## src/design/bfern_pkg.sv

```systemverilog
// ----------------------------------------------------------------------------
// bfern_pkg
// Shared widths, fixed map coefficients, thresholds, codes and types of the
// fern point generator.
// ----------------------------------------------------------------------------
package bfern_pkg;

    localparam int DATA_W     = 32;  // Q15 point and product width
    localparam int COEF_W     = 22;  // serial multiplier coefficient width
    localparam int FRAC_W     = 15;  // fraction bits
    localparam int DRAW_W     = 31;
    localparam int CFG_COEF_W = 18;
    localparam int SCALE_W    = 21;
    localparam int LANES      = 4;
    localparam int PADDR_W    = 5;
    localparam int PDATA_W    = 32;
    localparam int OUT_W      = 6 * DATA_W;

    // Draw thresholds that pick the map.
    localparam logic [DRAW_W-1:0] THRESH_MAP1 = 31'd21474835;
    localparam logic [DRAW_W-1:0] THRESH_MAP2 = 31'd1846835936;
    localparam logic [DRAW_W-1:0] THRESH_MAP3 = 31'd1997159792;

    // Fixed Q15 coefficients.
    localparam logic signed [COEF_W-1:0] K_M1_Y  = 22'sd5242;
    localparam logic signed [COEF_W-1:0] K_M2_YY = 22'sd27852;
    localparam logic signed [COEF_W-1:0] K_M3_XX = 22'sd6553;
    localparam logic signed [COEF_W-1:0] K_M3_XY = 22'sd8519;
    localparam logic signed [COEF_W-1:0] K_M3_YX = 22'sd7536;
    localparam logic signed [COEF_W-1:0] K_M3_YY = 22'sd7208;
    localparam logic signed [COEF_W-1:0] K_M4_XX = -22'sd4915;
    localparam logic signed [COEF_W-1:0] K_M4_XY = 22'sd9175;
    localparam logic signed [COEF_W-1:0] K_M4_YX = 22'sd8519;
    localparam logic signed [COEF_W-1:0] K_M4_YY = 22'sd7864;
    localparam logic signed [DATA_W-1:0] K_M3_YC = 32'sd52428;
    localparam logic signed [DATA_W-1:0] K_M4_YC = 32'sd14417;

    // Register reset values.
    localparam logic signed [CFG_COEF_W-1:0] RST_X_FROM_X = 18'sd26869;
    localparam logic signed [CFG_COEF_W-1:0] RST_X_FROM_Y = 18'sd2621;
    localparam logic signed [CFG_COEF_W-1:0] RST_Y_FROM_X = -18'sd2621;
    localparam logic signed [CFG_COEF_W-1:0] RST_Y_ADD    = 18'sd52428;
    localparam logic [SCALE_W-1:0]           RST_SCALE    = 21'd983040;

    typedef enum logic [2:0] {
        REG_X_FROM_X = 3'd0,
        REG_X_FROM_Y = 3'd1,
        REG_Y_FROM_X = 3'd2,
        REG_Y_ADD    = 3'd3,
        REG_SCALE    = 3'd4
    } cfg_idx_t;

    typedef struct packed {
        logic signed [CFG_COEF_W-1:0] x_from_x;
        logic signed [CFG_COEF_W-1:0] x_from_y;
        logic signed [CFG_COEF_W-1:0] y_from_x;
        logic signed [CFG_COEF_W-1:0] y_add;
        logic [SCALE_W-1:0]           scale;
    } cfg_t;

    typedef enum logic [1:0] {
        MAP1 = 2'd0,
        MAP2 = 2'd1,
        MAP3 = 2'd2,
        MAP4 = 2'd3
    } map_t;

    typedef enum logic [1:0] {
        RND_NEW   = 2'd0,
        RND_LEFT  = 2'd1,
        RND_RIGHT = 2'd2,
        RND_SCALE = 2'd3
    } round_t;

    typedef enum logic [1:0] {
        ST_IDLE = 2'd0,
        ST_LOAD = 2'd1,
        ST_WAIT = 2'd2,
        ST_HOLD = 2'd3
    } state_t;

endpackage

```

## src/design/bfern_cfg.sv

```systemverilog
// ----------------------------------------------------------------------------
// bfern_cfg
// APB register file holding the second-map coefficients and the leaf scale.
// ----------------------------------------------------------------------------
module bfern_cfg (
    input  logic                         clk,
    input  logic                         rst_n,
    input  logic                         psel,
    input  logic                         penable,
    input  logic                         pwrite,
    input  logic [bfern_pkg::PADDR_W-1:0] paddr,
    input  logic [bfern_pkg::PDATA_W-1:0] pwdata,
    output logic [bfern_pkg::PDATA_W-1:0] prdata,
    output logic                         pready,
    output bfern_pkg::cfg_t              cfg
);
    import bfern_pkg::*;

    cfg_t     cfg_reg;
    cfg_t     cfg_next;
    cfg_idx_t idx;
    logic     wr_en;

    assign pready = 1'b1;
    assign idx    = cfg_idx_t'(paddr[PADDR_W-1:2]);
    assign wr_en  = psel && penable && pwrite;
    assign cfg    = cfg_reg;

    always_comb
    begin
        cfg_next = cfg_reg;
        if (wr_en)
        begin
            unique case (idx)
                REG_X_FROM_X: cfg_next.x_from_x = pwdata[CFG_COEF_W-1:0];
                REG_X_FROM_Y: cfg_next.x_from_y = pwdata[CFG_COEF_W-1:0];
                REG_Y_FROM_X: cfg_next.y_from_x = pwdata[CFG_COEF_W-1:0];
                REG_Y_ADD:    cfg_next.y_add    = pwdata[CFG_COEF_W-1:0];
                REG_SCALE:    cfg_next.scale    = pwdata[SCALE_W-1:0];
                default:      cfg_next = cfg_reg;
            endcase
        end
    end

    always_comb
    begin
        unique case (idx)
            REG_X_FROM_X: prdata = PDATA_W'(cfg_reg.x_from_x);
            REG_X_FROM_Y: prdata = PDATA_W'(cfg_reg.x_from_y);
            REG_Y_FROM_X: prdata = PDATA_W'(cfg_reg.y_from_x);
            REG_Y_ADD:    prdata = PDATA_W'(cfg_reg.y_add);
            REG_SCALE:    prdata = {{(PDATA_W-SCALE_W){1'b0}}, cfg_reg.scale};
            default:      prdata = '0;
        endcase
    end

    always_ff @(posedge clk or negedge rst_n)
    begin
        if (!rst_n)
        begin
            cfg_reg.x_from_x <= RST_X_FROM_X;
            cfg_reg.x_from_y <= RST_X_FROM_Y;
            cfg_reg.y_from_x <= RST_Y_FROM_X;
            cfg_reg.y_add    <= RST_Y_ADD;
            cfg_reg.scale    <= RST_SCALE;
        end
        else
        begin
            cfg_reg <= cfg_next;
        end
    end

endmodule

```

## src/design/bfern_smul.sv

```systemverilog
// ----------------------------------------------------------------------------
// bfern_smul
// Bit-serial signed Q15 multiplier: one coefficient bit per cycle, LSB first,
// result is the product shifted right by 15 and cut to 32 bits.
// ----------------------------------------------------------------------------
module bfern_smul (
    input  logic                               clk,
    input  logic                               rst_n,
    input  logic                               start,
    input  logic signed [bfern_pkg::COEF_W-1:0] coef,
    input  logic signed [bfern_pkg::DATA_W-1:0] opnd,
    output logic                               done,
    output logic signed [bfern_pkg::DATA_W-1:0] result
);
    import bfern_pkg::*;

    localparam int ACC_W = DATA_W + 2;
    localparam int CNT_W = $clog2(COEF_W);
    localparam logic [CNT_W-1:0] LAST_BIT = CNT_W'(COEF_W - 1);

    logic signed [ACC_W-1:0]  acc_reg, acc_next;
    logic [COEF_W-1:0]        lo_reg, lo_next;
    logic [COEF_W-1:0]        coef_reg, coef_next;
    logic signed [DATA_W-1:0] opnd_reg, opnd_next;
    logic [CNT_W-1:0]         cnt_reg, cnt_next;
    logic                     busy_reg, busy_next;
    logic                     done_reg, done_next;
    logic signed [ACC_W-1:0]  opnd_ext;
    logic signed [ACC_W-1:0]  addend;
    logic signed [ACC_W-1:0]  sum;
    logic                     last;
    logic [ACC_W+COEF_W-1:0]  prod;

    assign opnd_ext = $signed({{(ACC_W-DATA_W){opnd_reg[DATA_W-1]}}, opnd_reg});
    assign last     = (cnt_reg == LAST_BIT);

    always_comb
    begin
        // The top coefficient bit carries negative weight.
        if (coef_reg[0])
            addend = last ? -opnd_ext : opnd_ext;
        else
            addend = '0;
        sum = acc_reg + addend;

        acc_next  = acc_reg;
        lo_next   = lo_reg;
        coef_next = coef_reg;
        opnd_next = opnd_reg;
        cnt_next  = cnt_reg;
        busy_next = busy_reg;
        done_next = 1'b0;
        if (start)
        begin
            acc_next  = '0;
            lo_next   = '0;
            coef_next = coef;
            opnd_next = opnd;
            cnt_next  = '0;
            busy_next = 1'b1;
        end
        else if (busy_reg)
        begin
            acc_next  = sum >>> 1;
            lo_next   = {sum[0], lo_reg[COEF_W-1:1]};
            coef_next = coef_reg >> 1;
            cnt_next  = cnt_reg + 1'b1;
            if (last)
            begin
                busy_next = 1'b0;
                done_next = 1'b1;
            end
        end
    end

    always_ff @(posedge clk or negedge rst_n)
    begin
        if (!rst_n)
        begin
            cnt_reg  <= '0;
            busy_reg <= 1'b0;
            done_reg <= 1'b0;
        end
        else
        begin
            cnt_reg  <= cnt_next;
            busy_reg <= busy_next;
            done_reg <= done_next;
        end
    end

    always_ff @(posedge clk)
    begin
        acc_reg  <= acc_next;
        lo_reg   <= lo_next;
        coef_reg <= coef_next;
        opnd_reg <= opnd_next;
    end

    assign prod   = {acc_reg, lo_reg};
    assign result = $signed(prod[FRAC_W+DATA_W-1:FRAC_W]);
    assign done   = done_reg;

endmodule

```

## src/design/barnsley_fern_ifs_point_generator_core.sv

```systemverilog
// ----------------------------------------------------------------------------
// barnsley_fern_ifs_point_generator_core
// Fern point generator: one random draw in, one new point and two scaled
// leaf points out, all in signed Q15.
// ----------------------------------------------------------------------------
// Usage:
// The slave stream takes one request per item: s_tdata[30:0] is the random
// draw. The draw picks one of four affine maps, which moves the stored point.
// The master stream returns one request per item carrying the new point and
// the left and right leaf points (the third and fourth maps of the new point,
// scaled by the scale register).
// The work runs in four rounds on four bit-serial multipliers: the new point,
// the left leaf, the right leaf and the scaling. Each round has a start state
// (ST_LOAD), then the multipliers work through the 22 coefficient bits, LSB
// first, and the wait state (ST_WAIT) collects the products once every lane
// is done. The hold state loads the result into the output register; only
// then, in the idle state, is a new draw taken.
// While the result waits in the output register the block keeps its place;
// a stalled receiver delays only the end of the following item, which then
// waits in the hold state with s_tready low until the register frees up.
// Reset clears the stored point to zero, restores the register defaults and
// drops m_tvalid. Registers are to be written over APB only while idle; the
// block itself does not enforce this.
// ----------------------------------------------------------------------------
module barnsley_fern_ifs_point_generator_core (
    input  logic                         clk,
    input  logic                         rst_n,
    input  logic                         s_tvalid,
    output logic                         s_tready,
    input  logic [31:0]                  s_tdata,   // [30:0] random_draw
    output logic                         m_tvalid,
    input  logic                         m_tready,
    // [31:0] point_x, [63:32] point_y, [95:64] left_leaf_x,
    // [127:96] left_leaf_y, [159:128] right_leaf_x, [191:160] right_leaf_y
    output logic [bfern_pkg::OUT_W-1:0]   m_tdata,
    input  logic                         psel,
    input  logic                         penable,
    input  logic                         pwrite,
    input  logic [bfern_pkg::PADDR_W-1:0] paddr,
    input  logic [bfern_pkg::PDATA_W-1:0] pwdata,
    output logic [bfern_pkg::PDATA_W-1:0] prdata,
    output logic                         pready
);
    import bfern_pkg::*;

    cfg_t                     cfg;
    state_t                   state_reg, state_next;
    round_t                   round_reg, round_next;
    map_t                     map_reg, map_next;
    map_t                     map_sel;
    logic                     m_tvalid_reg, m_tvalid_next;
    logic signed [DATA_W-1:0] cur_x_reg, cur_x_next;
    logic signed [DATA_W-1:0] cur_y_reg, cur_y_next;
    logic signed [DATA_W-1:0] leaf_reg [LANES];
    logic [OUT_W-1:0]         out_reg;
    logic [DRAW_W-1:0]        draw;
    logic                     accept;
    logic                     start;
    logic                     capture;
    logic                     out_load;
    logic                     all_done;
    logic [LANES-1:0]         lane_done;
    logic signed [COEF_W-1:0] coef [LANES];
    logic signed [DATA_W-1:0] opnd [LANES];
    logic signed [DATA_W-1:0] prod [LANES];
    logic signed [DATA_W-1:0] k_y;
    logic                     sub_x;
    logic signed [DATA_W-1:0] comb_x;
    logic signed [DATA_W-1:0] comb_y;
    logic signed [COEF_W-1:0] scale_coef;

    bfern_cfg u_cfg (
        .clk     (clk),
        .rst_n   (rst_n),
        .psel    (psel),
        .penable (penable),
        .pwrite  (pwrite),
        .paddr   (paddr),
        .pwdata  (pwdata),
        .prdata  (prdata),
        .pready  (pready),
        .cfg     (cfg)
    );

    // Four serial multiplier lanes share each round.
    for (genvar i = 0; i < LANES; i++)
    begin : g_lane
        bfern_smul u_smul (
            .clk    (clk),
            .rst_n  (rst_n),
            .start  (start),
            .coef   (coef[i]),
            .opnd   (opnd[i]),
            .done   (lane_done[i]),
            .result (prod[i])
        );
    end

    assign all_done = &lane_done;
    assign draw     = s_tdata[DRAW_W-1:0];
    assign s_tready = (state_reg == ST_IDLE);
    assign accept   = s_tvalid && s_tready;
    assign m_tvalid = m_tvalid_reg;
    assign m_tdata  = out_reg;

    always_comb
    begin
        priority if (draw < THRESH_MAP1)
            map_sel = MAP1;
        else if (draw < THRESH_MAP2)
            map_sel = MAP2;
        else if (draw < THRESH_MAP3)
            map_sel = MAP3;
        else
            map_sel = MAP4;
    end

    assign scale_coef = $signed({{(COEF_W-SCALE_W){1'b0}}, cfg.scale});

    // Coefficients and operands of the current round. Lanes 0 and 1 build x,
    // lanes 2 and 3 build y; in the scaling round every lane stands alone.
    always_comb
    begin
        coef[0] = '0;
        coef[1] = '0;
        coef[2] = '0;
        coef[3] = '0;
        k_y     = '0;
        sub_x   = 1'b0;
        opnd[0] = cur_x_reg;
        opnd[1] = cur_y_reg;
        opnd[2] = cur_x_reg;
        opnd[3] = cur_y_reg;
        unique case (round_reg)
            RND_NEW:
            begin
                unique case (map_reg)
                    MAP1:
                    begin
                        coef[3] = K_M1_Y;
                    end
                    MAP2:
                    begin
                        coef[0] = COEF_W'(cfg.x_from_x);
                        coef[1] = COEF_W'(cfg.x_from_y);
                        coef[2] = COEF_W'(cfg.y_from_x);
                        coef[3] = K_M2_YY;
                        k_y     = DATA_W'(cfg.y_add);
                    end
                    MAP3:
                    begin
                        coef[0] = K_M3_XX;
                        coef[1] = K_M3_XY;
                        coef[2] = K_M3_YX;
                        coef[3] = K_M3_YY;
                        k_y     = K_M3_YC;
                        sub_x   = 1'b1;
                    end
                    MAP4:
                    begin
                        coef[0] = K_M4_XX;
                        coef[1] = K_M4_XY;
                        coef[2] = K_M4_YX;
                        coef[3] = K_M4_YY;
                        k_y     = K_M4_YC;
                    end
                endcase
            end
            RND_LEFT:
            begin
                coef[0] = K_M3_XX;
                coef[1] = K_M3_XY;
                coef[2] = K_M3_YX;
                coef[3] = K_M3_YY;
                k_y     = K_M3_YC;
                sub_x   = 1'b1;
            end
            RND_RIGHT:
            begin
                coef[0] = K_M4_XX;
                coef[1] = K_M4_XY;
                coef[2] = K_M4_YX;
                coef[3] = K_M4_YY;
                k_y     = K_M4_YC;
            end
            RND_SCALE:
            begin
                coef[0] = scale_coef;
                coef[1] = scale_coef;
                coef[2] = scale_coef;
                coef[3] = scale_coef;
                opnd[0] = leaf_reg[0];
                opnd[1] = leaf_reg[1];
                opnd[2] = leaf_reg[2];
                opnd[3] = leaf_reg[3];
            end
        endcase
    end

    // Each product is rounded on its own before the sum, so the subtraction
    // of the third map negates the product rather than the coefficient.
    assign comb_x = prod[0] + (sub_x ? -prod[1] : prod[1]);
    assign comb_y = prod[2] + prod[3] + k_y;

    // Sequencer: start a round, wait for the lanes, collect, move on.
    always_comb
    begin
        state_next    = state_reg;
        round_next    = round_reg;
        map_next      = map_reg;
        start         = 1'b0;
        capture       = 1'b0;
        out_load      = 1'b0;
        cur_x_next    = cur_x_reg;
        cur_y_next    = cur_y_reg;
        m_tvalid_next = m_tvalid_reg && !m_tready;
        unique case (state_reg)
            ST_IDLE:
            begin
                if (accept)
                begin
                    map_next   = map_sel;
                    round_next = RND_NEW;
                    state_next = ST_LOAD;
                end
            end
            ST_LOAD:
            begin
                start      = 1'b1;
                state_next = ST_WAIT;
            end
            ST_WAIT:
            begin
                if (all_done)
                begin
                    capture = 1'b1;
                    if (round_reg == RND_NEW)
                    begin
                        cur_x_next = comb_x;
                        cur_y_next = comb_y;
                    end
                    if (round_reg == RND_SCALE)
                    begin
                        state_next = ST_HOLD;
                    end
                    else
                    begin
                        round_next = round_t'(round_reg + 1'b1);
                        state_next = ST_LOAD;
                    end
                end
            end
            ST_HOLD:
            begin
                if (!m_tvalid_reg || m_tready)
                begin
                    out_load      = 1'b1;
                    m_tvalid_next = 1'b1;
                    state_next    = ST_IDLE;
                end
            end
        endcase
    end

    always_ff @(posedge clk or negedge rst_n)
    begin
        if (!rst_n)
        begin
            state_reg    <= ST_IDLE;
            round_reg    <= RND_NEW;
            map_reg      <= MAP1;
            m_tvalid_reg <= 1'b0;
            cur_x_reg    <= '0;
            cur_y_reg    <= '0;
        end
        else
        begin
            state_reg    <= state_next;
            round_reg    <= round_next;
            map_reg      <= map_next;
            m_tvalid_reg <= m_tvalid_next;
            cur_x_reg    <= cur_x_next;
            cur_y_reg    <= cur_y_next;
        end
    end

    always_ff @(posedge clk)
    begin
        if (capture)
        begin
            unique case (round_reg)
                RND_NEW:
                begin
                    leaf_reg <= leaf_reg;
                end
                RND_LEFT:
                begin
                    leaf_reg[0] <= comb_x;
                    leaf_reg[1] <= comb_y;
                end
                RND_RIGHT:
                begin
                    leaf_reg[2] <= comb_x;
                    leaf_reg[3] <= comb_y;
                end
                RND_SCALE:
                begin
                    leaf_reg[0] <= prod[0];
                    leaf_reg[1] <= prod[1];
                    leaf_reg[2] <= prod[2];
                    leaf_reg[3] <= prod[3];
                end
            endcase
        end
        if (out_load)
        begin
            out_reg <= {leaf_reg[3], leaf_reg[2], leaf_reg[1], leaf_reg[0],
                        cur_y_reg, cur_x_reg};
        end
    end

endmodule

```

## config.mk

```make
export PLATFORM = sky130hd
export DESIGN_NAME = barnsley_fern_ifs_point_generator_core
export DESIGN_NICKNAME = d
export VERILOG_FILES = /design/src/design/bfern_pkg.sv /design/src/design/bfern_cfg.sv /design/src/design/bfern_smul.sv /design/src/design/barnsley_fern_ifs_point_generator_core.sv
export SDC_FILE = /design/constraint.sdc
export NUM_CORES = 2
export LEC_CHECK = 0
export ABC_AREA = 1
export BUFFER_PORTS_ARGS = -buffer_cell sky130_fd_sc_hd__buf_2
export CORE_AREA = 2 2 327 329
export CTS_BUF_LIST = sky130_fd_sc_hd__clkbuf_16
export DETAILED_ROUTE_END_ITERATION = 10
export DIE_AREA = 0 0 329 331
export GPL_TIMING_DRIVEN = 0
export PLACE_DENSITY = 0.67
export SLEW_MARGIN = 20
export SYNTH_ARGS = -nofsm -noshare
export SYNTH_HDL_FRONTEND = slang
export SYNTH_SLANG_ARGS = --single-unit
```

## constraint.sdc

```tcl
create_clock -name clk -period 21.9 [get_ports clk]
set_input_delay 2.19 -clock clk [delete_from_list [all_inputs] [get_ports clk]]
set_output_delay 2.19 -clock clk [all_outputs]
set_load 0.1 [all_outputs]
```

# Yosys cells after proc, flatten, opt, wreduce, memory -nomap -nowiden

Cells that the tools add are included.

Register bits after elaboration: 948
Bits in latches: 0
RAM bits: 0
Bits in read-only memories: 0
Input port bits: 76
Output and inout bits: 227
Word-level logic and storage cells: 194
Memories: 0

Add/sub/neg operators: 17
$mul: 0
Div/mod/pow operators: 0
$lt $le $gt $ge: 3
Equal/unequal tests: 21
Shift operators: 0
Muxes and demuxes: 79
Bitwise operators: 0
Reductions and logical operators: 30

Operators by type and width:

| operator               | number |
|---|---|
| $pmux W88 S4           | 1 |
| $mux W34               | 8 |
| $pmux W64 S2           | 2 |
| $pmux W66 S3           | 1 |
| $pmux W32 S3           | 2 |
| $mux W22               | 8 |
| $pmux W32 S5           | 1 |
| $add A33 B34 Y34       | 4 |
| $neg A32 Y34           | 4 |
| $mux W128              | 1 |
| $add A32 B32 Y32       | 3 |
| $pmux W22 S4           | 1 |
| $lt A31 B31 Y1 const B | 2 |
| $mux W5                | 8 |
| $mux W1                | 33 |
| $mux W32               | 1 |
| $neg A32 Y32           | 1 |
| $lt A31 B25 Y1 const B | 1 |
| $add A5 B1 Y5 const B  | 4 |
| $eq A5 B5 Y1 const B   | 4 |
| $mux W2                | 9 |
| $reduce_and A2 Y1      | 8 |
| $reduce_bool A2 Y1     | 7 |
| $eq A2 B2 Y1 const B   | 6 |
| 18 further kinds       | 30 |

# Logic depth before layout (Yosys ltp)

Depth after elaboration: 6
Gate-level depth with buffers: 25
Gate-level depth less buffers: 25

# Hierarchy

Synthesis repeated with hierarchy kept, for this count alone.

Cells, all modules: 7065
Area, all modules: 54372.1 um^2

By module, submodules not included:

| module                                 | instances | cells each | area each (um^2) | sequential area each (um^2) |
|---|---|---|---|---|
| barnsley_fern_ifs_point_generator_core | 1         | 2889       | 23090.9          | 11385.9 |
| bfern_smul at g_lane[0].u_smul ...     | 2         | 901        | 6711.4           | 2597.5 |
| bfern_smul at g_lane[1].u_smul         | 1         | 910        | 6723.9           | 2597.5 |
| bfern_smul at g_lane[3].u_smul         | 1         | 893        | 6616.3           | 2597.5 |
| bfern_cfg                              | 1         | 571        | 4518.1           | 2377.3 |

# Worst setup path before layout

No wires, ideal clock.

Path type: input to register
Start point: input port m_tready
End point: register out_reg[0] (netlist: m_tdata[0]) (enable)
Library setup time: 0.807 ns
Arrival: 11.397 ns
Required time: 21.093 ns
Slack: 9.696 ns
Stages: 2
Buffers on the path: 0
Cell sequence: inv_1 -> a21oi_1

Cells in the longest elaborated chain, start to end: 3

RTL lines:

| what                 | RTL line                                      | source |
|---|---|---|
| from (decl)          | barnsley_fern_ifs_point_generator_core.sv:32  | `input logic m_tready,` |
| $logic_or A1 B1 Y1   | barnsley_fern_ifs_point_generator_core.sv:255 | `if (!m_tvalid_reg \|\| m_tready)` |
| $mux W1              | barnsley_fern_ifs_point_generator_core.sv:255 |  |
| $mux W1              | barnsley_fern_ifs_point_generator_core.sv:217 | `unique case (state_reg)` |
| via out_load         | barnsley_fern_ifs_point_generator_core.sv:60  | `logic out_load;` |
| to (signal assigned) | barnsley_fern_ifs_point_generator_core.sv:317 | `out_reg <= {leaf_reg[3], leaf_reg[2], leaf_reg[1], leaf_reg[0],` |
| to (decl)            | barnsley_fern_ifs_point_generator_core.sv:55  | `logic [OUT_W-1:0] out_reg;` |

The timed path passes the listed nets, and every way through them passes these cells.
A chain may end at the register's enable or synchronous reset.

# Worst setup path in the final report

Start point: input port paddr[4] in the netlist's numbering
End point: output port prdata[20] in the netlist's numbering

Cells in the longest elaborated chain, start to end: 2
Elaborated cells on any way between the ends: 6
Those cells by class: eq/ne (4); mux (1); reduce/logical (1)

RTL lines:

| what                                       | RTL line                                     | source |
|---|---|---|
| from (decl)                                | barnsley_fern_ifs_point_generator_core.sv:39 | `input logic [bfern_pkg::PADDR_W-1:0] paddr,` |
| $eq A3 B3 Y1, or another cell as far along | bfern_cfg.sv:47                              | `unique case (idx)` |
| $pmux W32 S5 *                             | bfern_cfg.sv:47                              |  |
| to (decl)                                  | barnsley_fern_ifs_point_generator_core.sv:41 | `output logic [bfern_pkg::PDATA_W-1:0] prdata,` |

Mark *: on every way between the ends. The rest lies on a longest branch, timed or not.

==> results.json <==
{
  "start_util_pct": 49.9,
  "syn_inst": 6501,
  "gp_congestion": 1.01,
  "synth_area_sq_mm": 0.0524,
  "hold_viol": 0,
  "hold_path_class": "register to register",
  "worstMarginPinSlew_ns": 1.17,
  "grt_setup_unrepaired": "no",
  "status": "finished clean",
  "slew_viol_final": 0,
  "end_kind": "output port",
  "pre_cts_ws_ns": 15.35,
  "core_sq_mm": 0.105,
  "ys.warnings.count": 0,
  "grt_antenna_before_repair": 9,
  "finalCriticalPeriod_ns": 6.57,
  "cap_viol_max_count": 0,
  "worstPathBufferInverterCount": 4,
  "relSlewSlack_pct": 22.2,
  "insertion_delay_ns": 0.73,
  "synth_nets": 6832,
  "nNetsFinal": 7239,
  "cts_buffers": 98,
  "critPathArrivalTime_ns": 4.38,
  "p_int_w": 0.00516,
  "die_area_sq_mm": 0.109,
  "synth_top_area_cell": "edfxtp_1",
  "post-dp-hpwl_um": 165000,
  "ys_types": 78,
  "criticalPathCategory": "input pin to output port",
  "h-tree-depth": 3,
  "drtIter0Drc": 5935,
  "max_freq_ghz": 0.152,
  "synth_edf_count": 535,
  "drt_pre_antenna_iters": 6,
  "pwr-share-clk_pct": 16.1,
  "seqPwrFrac_pct": 27.2,
  "crit_family": "buffers and inverters",
  "cp_max_fo": 12,
  "grt.overflow.total": 0,
  "dpl_cell_area_sq_mm": 0.0562,
  "hold_ws_ns": 0.450,
  "mostFrequentLayoutCells": "nand2_1 (1694), inv_1 (722), nor2_1 (688), edfxtp_1 (535), o21ai_0 (534)",
  "critPathMaxStageDelay_ns": 0.53,
  "vias": 48600,
  "final_area_sq_mm": 0.0595,
  "required_ns": 19.71,
  "ctsLongestPathBuffers": 3,
  "clkSinkCount": 887,
  "fin_setup_tns_ns": 0,
  "row_count": 119,
  "crit_slowest_cell": "nor3_4",
  "crit_path_start_kind": "input pin",
  "avgViaCountPerCell": 5.79,
  "final_common_cell": "nand2_1",
  "avgSynthCellArea_sq_um": 8.06,
  "drive_gt1_share_pct": 11.4,
  "largest_reg_flops": 192,
  "remaining_drc_errors": 0,
  "finalWorstSetupSlack_ns": 15.33,
  "rrSetupSlack_ns": 16.53,
  "clk_pin_slew_ns": 0.07,
  "p_comb_share_pct": 56.7,
  "ctsResizeCount": 0,
  "synth_ff_type": "edfxtp_1",
  "grt_pass1_vias": 44800,
  "detail-route-antenna-nets": 0,
  "wl_um": 205000,
  "p_switching_w": 0.00570,
  "finalCritPeriodShare_pct": 30.0,
  "swShare_pct": 52.5,
  "p_leak_nw": 27.2,
  "setup_viol": 0,
  "tritoncts": "built",
  "yosys.area.top_type_share_pct": 30.7,
  "grt_max_degree": 88,
  "ys_seq_area_share_pct": 46.1,
  "cp_cell_sequence": "buf_2, nor3_4, inv_1, o22ai_1, a21oi_1, nand2_1, inv_1, o21ai_0, buf_2",
  "hold_buffers": 0,
  "fin_util_pct": 56.7,
  "cts_root_buf": "clkbuf_16",
  "async_reset_ff_share_pct": 21.6,
  "grt_first_pass_wirelength_um": 294000,
  "finalClockSkew_ns": 0.0330,
  "area_growth_pct": 13.7,
  "synth_seq_cells": 887,
  "power_density_mw_per_mm2": 182,
  "die_x_um": 329,
  "ioPinCount": 303,
  "routedWlPerCell_um": 24.5,
  "die_y_um": 331,
  "track_usage_pct": 37.0,
  "port-buffer-count": 287,
  "synth_area_leaders": "edfxtp_1 (31%), nand2_1 (12%), dfrtp_1 (7.3%)",
  "cts_setup_buffers": 0,
  "ir_drop_mv": 0.103
}
-- cell usage after synthesis (25+ instances only) --
cell / count
nand4_1: 61
a21oi_1: 469
o22ai_1: 50
nand2_2: 40
fa_1: 37
clkbuf_1: 87
dfxtp_1: 160
ha_1: 218
buf_2: 62
edfxtp_1: 535
dfstp_2: 40
a31oi_1: 42
nand3_1: 273
xor2_1: 99
nand2_1: 1694
o21ai_1: 40
nor3_1: 97
nor2_1: 688
inv_1: 706
dfrtp_1: 152
nor2_2: 25
o21ai_0: 534
xnor2_1: 31
-- worst register-to-register path, delay by kind of cell (launching register included) --
kind | cells | cell delay [ns]
simple gates | 12 | 1.88
buf+inv | 3 | 0.78
fa+ha+maj | 2 | 0.75
flops | 1 | 0.61
xor+xnor | 1 | 0.55
compound gates | 1 | 0.54
-- layout make-up --
| type | instances | area [sq um] |
|---|---|---|
| antenna | 2 | 5.00 |
| buffer | 185 | 912 |
| clock buffer | 99 | 2480 |
| clock inverter | 87 | 898 |
| fill | 9822 | 45400 |
| inverter | 734 | 2760 |
| multi-input combinational | 4695 | 24600 |
| sequential | 887 | 24100 |
| tap | 1391 | 1740 |
| timing repair buffer | 307 | 1980 |
-- per-layer routing --
metal	global-route usage (%)	vias to the layer above	wire, um
li1	-	22600	-
met2	56.3	2485	89100
met3	6.72	412	19800
met4	18.6	4	11400
met5	0	-	27
met1	50.9	23000	85000
-- stage by stage --
step | total power [W] | std cells
global placement | 0.00890 | 8179
floorplan | 0.00691 | 6501
CTS | 0.0107 | 8385
detailed placement | 0.00892 | 8199
global route | 0.0115 | 8385
finish | 0.0109 | 8387
-- worst paths after layout --
| path | from | end | cells after the start |
|---|---|---|---|
| max | paddr[4] | prdata[20] | 9 |
| max reg2reg | map_reg[0] | leaf_reg[127] | 19 |
| max in group asynchronous | rst_n | g_lane[3].u_smul.cnt_reg[0] | 3 |
| min reg2reg | leaf_reg[16] | m_tdata[176] | 0 |
| min in group asynchronous | rst_n | g_lane[0].u_smul.busy_reg | 1 |
| min | leaf_reg[16] | m_tdata[176] | 0 |
-- logic make-up after synthesis --
family	after synthesis	share of synthesized area [%]
xor gates and xnor gates	130	2.17
DFF	887	46.1
adders and majority gates	255	6.62
and+or+nand+nor	2986	24.0
AOI/OAI and AO/OA	1321	14.2
buffers and inverters	919	6.97
other	1	0.00716
muxes	2	0.0573
-- power groups by stage --
stage | combinational [W] | sequential (W) | clock [W]
3_5_place_dp | 0.00596 | 0.00296 | 0
2_1_floorplan | 0.00360 | 0.00331 | 0
6_report | 0.00616 | 0.00296 | 0.00175
4_1_cts | 0.00600 | 0.00293 | 0.00176
5_1_grt | 0.00666 | 0.00298 | 0.00182
3_3_place_gp | 0.00587 | 0.00303 | 0
(Power assumes the default switching activity.)
